$ cat src/hdl/msc_pkg.sv
package msc_pkg;

   localparam int LINE_WIDTH         = 128;
   localparam int SMALL_SPRITE_COUNT = 32;
   localparam int BIG_SPRITE_COUNT   = 32;

   localparam int SMALL_BYTES = SMALL_SPRITE_COUNT * 16;
   localparam int BIG_BYTES   = BIG_SPRITE_COUNT * 64;

   localparam int LINE_AW  = $clog2(LINE_WIDTH);
   localparam int SMALL_AW = $clog2(SMALL_BYTES);
   localparam int BIG_AW   = $clog2(BIG_BYTES);

   typedef enum logic [2:0] {
      OP_WR_SMALL = 3'd0,
      OP_WR_BIG   = 3'd1,
      OP_WR_LINE  = 3'd2,
      OP_DRAW     = 3'd3,
      OP_RD_LINE  = 3'd4
   } op_type;

   typedef enum logic [2:0] {
      ST_IDLE,
      ST_DISPATCH,
      ST_COL_MASK,
      ST_COL_PAT,
      ST_COL_BLEND,
      ST_RESP
   } state_type;

   typedef struct packed {
      logic capture;
      logic dispatch;
      logic rd_mask;
      logic rd_pat;
      logic blend;
      logic load_rsp;
   } cmd_type;

   typedef struct packed {
      logic draw_go;
      logic last_col;
      logic rsp_free;
   } status_type;

endpackage

$ cat src/hdl/msc_ctrl.sv
module msc_ctrl (
   input  logic                clock,
   input  logic                reset,
   input  logic                req_valid,
   output logic                req_stall,
   input  msc_pkg::status_type status,
   output msc_pkg::cmd_type    cmd
);
   import msc_pkg::*;

   state_type state_ff;
   state_type state_in;

   always_ff @(posedge clock) begin
      if (reset) begin
         state_ff <= ST_IDLE;
      end else begin
         state_ff <= state_in;
      end
   end

   always_comb begin
      state_in  = state_ff;
      cmd       = '0;
      req_stall = 1'b1;
      case (state_ff)
         ST_IDLE: begin
            req_stall = 1'b0;
            if (req_valid) begin
               cmd.capture = 1'b1;
               state_in    = ST_DISPATCH;
            end
         end
         ST_DISPATCH: begin
            cmd.dispatch = 1'b1;
            state_in     = status.draw_go ? ST_COL_MASK : ST_RESP;
         end
         ST_COL_MASK: begin
            cmd.rd_mask = 1'b1;
            state_in    = ST_COL_PAT;
         end
         ST_COL_PAT: begin
            cmd.rd_pat = 1'b1;
            state_in   = ST_COL_BLEND;
         end
         ST_COL_BLEND: begin
            cmd.blend = 1'b1;
            state_in  = status.last_col ? ST_RESP : ST_COL_MASK;
         end
         ST_RESP: begin
            if (status.rsp_free) begin
               cmd.load_rsp = 1'b1;
               state_in     = ST_IDLE;
            end
         end
         default: begin
            state_in = ST_IDLE;
         end
      endcase
   end

endmodule

$ cat config.mk
export PLATFORM = sky130hd
export DESIGN_NAME = msc_ctrl
export DESIGN_NICKNAME = d
export VERILOG_FILES = /design/src/hdl/msc_pkg.sv /design/src/hdl/msc_ctrl.sv
export SDC_FILE = /design/constraint.sdc
export NUM_CORES = 1
export LEC_CHECK = 0
export BUFFER_PORTS_ARGS = -buffer_cell sky130_fd_sc_hd__clkbuf_2
export CORE_AREA = 3 3 40 42
export CTS_BUF_LIST = sky130_fd_sc_hd__clkbuf_16
export CTS_CLUSTER_SIZE = 10
export DETAILED_ROUTE_END_ITERATION = 8
export DIE_AREA = 0 0 43 45
export GPL_ROUTABILITY_DRIVEN = 0
export PLACE_DENSITY = 0.47
export SLEW_MARGIN = 20
export SYNTH_ARGS = -nofsm -noshare
export SYNTH_HDL_FRONTEND = slang
export SYNTH_SLANG_ARGS = --single-unit
$ cat constraint.sdc
create_clock -name clock -period 1.5 [get_ports clock]
set_input_delay 0.15 -clock clock [delete_from_list [all_inputs] [get_ports clock]]
set_output_delay 0.15 -clock clock [all_outputs]
set_load 0.02 [all_outputs]
After elaboration in Yosys (flattened, before gate mapping)
Index checks and enable logic that the tools add are counted.
{"block": "word_totals", "latchBits": 0, "inputBits": 6, "out_inout_bits": 7, "reg_bits": 3, "rom_bits": 0, "ramBits": 0, "mem_count": 0, "elab_cells": 24}
{"block": "classes", "multipliers": 0, "reduce_logical": 2, "div": 0, "eq_ne": 7, "bitwise_logic": 0, "addsub": 0, "n_mux": 14, "magnitude_cmp": 0, "shift": 0}
{"cell": "case mux 3 bit (6 select lines)", "count": 1}
{"cell": "two-way mux 3 bit", "count": 4}
{"cell": "two-way mux 1 bit", "count": 9}
{"cell": "== test 3 x 2 -> 1 bit (second input constant)", "count": 2}
{"cell": "== test 3 bit (second input constant)", "count": 2}
{"cell": "!= test 2 bit (second input constant)", "count": 2}
{"cell": "== test 3 x 1 -> 1 bit (second input constant)", "count": 1}
{"cell": "logical NOT 3 bit", "count": 1}
{"cell": "AND reduction 2 bit", "count": 1}

Depth between registers and ports, before layout
{"block": "logic_depth", "depth_word": 3, "ltp_mapped": 4, "ltp_nobuf": 3}

Worst setup path before layout
OpenSTA, ideal clock, no wires.
{"block": "synth_timing", "path_type": "flip-flop to flip-flop", "start": "register state_ff[2]", "end": "register state_ff[2]", "path_slack_ns": 0.136, "arrival_ns": 1.295, "stages_incl_launch_ff": 4, "cell_sequence": "dfxtp_1 -> nor3b_1 -> a32oi_1 -> o21ai_2"}
{"block": "synth_via", "elab_chain_cells": 3, "elab_cells_between_ends": 10, "cone_classes": "eq/ne: 7; mux: 1; reduce/logical: 2"}
{"item": "from (decl)", "line": "msc_ctrl.sv:11", "rtl": "state_type state_ff;"}
{"item": "from (signal assigned)", "line": "msc_ctrl.sv:18", "rtl": "state_ff <= state_in;"}
{"item": "== test 3 bit or logical NOT 3 bit (tied branches)", "line": "msc_ctrl.sv:26", "rtl": "case (state_ff)"}
{"item": "!= test 2 bit (no line)"}
{"item": "AND reduction 2 bit (no line)"}
Parallel ways exist; a longest one is shown, timed or not.
A chain may end at the register's enable or synchronous reset.

==> results.cfg <==
[outcome]
status = completed

[synth]
syn_nets = 36
synth_seq_cells = 3
ys.flop_type = dfxtp_1
synth.area.top_cells = dfxtp_1, nor3b_1, o21ai_2
synthArstFlopShare = 0
synth_top_cell_by_area = dfxtp_1
yosysWarnings = 0
synth_top_area_frac = 0.250
synth_cell_type_count = 19
avgSynthCellArea_um2 = 8.01
syn_inst = 30
synth_seq_area_share = 0.250
synth-edff-count = 0
yosys-top-cells-count = dfxtp_1, nor3b_1
synth_area_um2 = 240

[placed_design]
place_inst = 55
port-buffer-count = 12
dp_hpwl_um = 470
preCtsSetupSlack_ns = 0.236

[floorplan]
dieWidth_um = 43
dieHeight_um = 45
row_count = 13
fp.dieArea_um2 = 1940
initial_core_util = 0.187
coreArea_um2 = 1280
ios = 13

[route]
drc = 0
vias_per_cell = 4.31
drtAntennaViolNets = 0
dr_total_vias = 254
wl_um = 600
routedWlPerCell_um = 10.2
drt_first_pass_iters = 2
drtIter0Drc = 6

[clock_tree]
numCtsBuffers = 3
numClockSinks = 3
clk_latency_ns = 0.22
htreeDepth = 1
cts.clk_slew.worst_paths_ns = 0.03
clockRootBuffer = clkbuf_16
postCtsSetupBuffers = 0
clockBufferDepth = 2
cts_tree = built

[timing]
slew_viol_final = 0
fin_crit_ns = 1.35
slew_headroom = 0.758
finalClockSkew_ns = 0.00197
period_share = 0.901
tightest_slew_ns = 0.363
hold_viol = 0
tns_ns = 0
setup_viol = 0
fmax_mhz = 740
setup_ws_ns = 0.148
grt_setup_unrepaired = false

[finish]
n_antenna_cell = 0
nFillCells = 141
regArea_um2 = 60.1
layout.nets = 51
multi_input_area_um2 = 173
final_util = 0.310
regMostFlops = state_ff
largest_reg_flops = 3
area_delta_synth_final_pct = 65.6
top_regs = state_ff (3)
final_cells = 59
layout-drive-gt1-share = 0.477

[global_routing]
grt_pass1_wl_um = 1040
track_usage = 0.0733
grt_start_max_net_pins = 13
antenna_found_initial = 0
grt_pass1_vias = 243
overflow = 0

[power_and_ir_drop]
p_sw_w = 0.000158
p_sw_frac = 0.246
seqPwrFrac = 0.173
p_clk_frac = 0.640
irDropWorstVdd_mv = 1.01
comb_power_share = 0.187
cellPowerDensity_nw_per_um2 = 1620
p_int_w = 0.000485
total_leakage_power_nw = 0.197

[critical_path]
cp-end-kind = output port
cp.required_ns = 1.35
crit_fanout = 12
crit_type = reg2out
start_kind = flip-flop
worstPathArrival_ns = 1.20

[hold_path]
hold_path.class = in2reg

[flow_run]
max_cap_violations = 0
kinds of logic after synthesis:
kind of cell | synth area share
AOI/OAI and AO/OA | 0.255
buffers and inverters | 0.0625
DFF | 0.250
and+or+nand+nor | 0.432
critical path: stages, from the launching register on:
cell,delay [ns]
dfxtp_1,0.52
nor2_2,0.12
and3_1,0.19
clkbuf_2,0.15
stage by stage:
| step | power [W] | hold slack, ns | area (um2) |
|---|---|---|---|
| floorplan | 0.000194 | 0.322 | 240 |
| global placement | 0.000233 | 0.466 | 312 |
| detailed placement | 0.000231 | 0.454 | 312 |
| CTS | 0.000649 | 0.229 | 390 |
| global route | 0.000680 | 0.239 | 398 |
| finish | 0.000643 | 0.232 | 398 |
worst paths after layout:
check,from,endpoint,slack [ns],depth (start not counted)
max,state_ff[0],cmd[5],0.15,3
min,status[1],state_ff[1],0.23,3
max reg2reg,state_ff[0],state_ff[0],0.22,3
min reg2reg,state_ff[2],state_ff[2],0.64,2
layout by cell type (no fill, tap or decap):
| master | synthesis | layout |
|---|---|---|
| a21oi_1 | 1 | 1 |
| a22oi_1 | 1 | 1 |
| a32oi_1 | 1 | 1 |
| and3_1 | 2 | 2 |
| and3b_1 | 1 | 1 |
| and4b_1 | 1 | 1 |
| clkbuf_16 | 0 | 3 |
| clkbuf_2 | 0 | 12 |
| dfxtp_1 | 3 | 3 |
| inv_1 | 2 | 3 |
| nand2_1 | 1 | 1 |
| nand2b_1 | 2 | 2 |
| nand4b_1 | 1 | 1 |
| nor2_1 | 2 | 1 |
| nor2_2 | 0 | 1 |
| nor2b_1 | 1 | 1 |
| nor3b_1 | 3 | 2 |
| nor3b_2 | 0 | 1 |
| o211ai_2 | 1 | 1 |
| o21ai_0 | 2 | 2 |
| o21ai_2 | 2 | 2 |
| or4_4 | 1 | 1 |
final cells by class:
cell class / instances / share of cell area
sequential: 3 / 0.151
tap: 15 / 0.0472
timing repair buffer: 12 / 0.151
clock inverter: 1 / 0.00943
inverter: 2 / 0.0189
clock buffer: 3 / 0.189
multi-input combinational: 23 / 0.434
what timing repair did:
item	CTS	global route
endpoints found under the setup margin	0	2
resized for setup	0	2
hold buffers	0	0
power by group through the flow:
stage | Sequential, W | Combinational [W] | Clock, W
final | 0.000111 | 0.000120 | 0.000411
after global routing | 0.000115 | 0.000132 | 0.000433
after CTS | 0.000109 | 0.000121 | 0.000419
after detailed placement | 0.000111 | 0.000121 | 0
after global placement | 0.000111 | 0.000122 | 0
after floorplan | 0.0000964 | 0.0000975 | 0
routing by layer:
metal	vias to the layer above	wire length, um	part of all wire	global-route usage
met4	0	0	0	0.0181
met1	105	309	0.52	0.0988
li1	138	-	-	-
met2	11	227	0.38	0.0898
met3	0	63	0.11	0.0558
met5	-	0	0	0
Power figures use the tool's default switching activity.
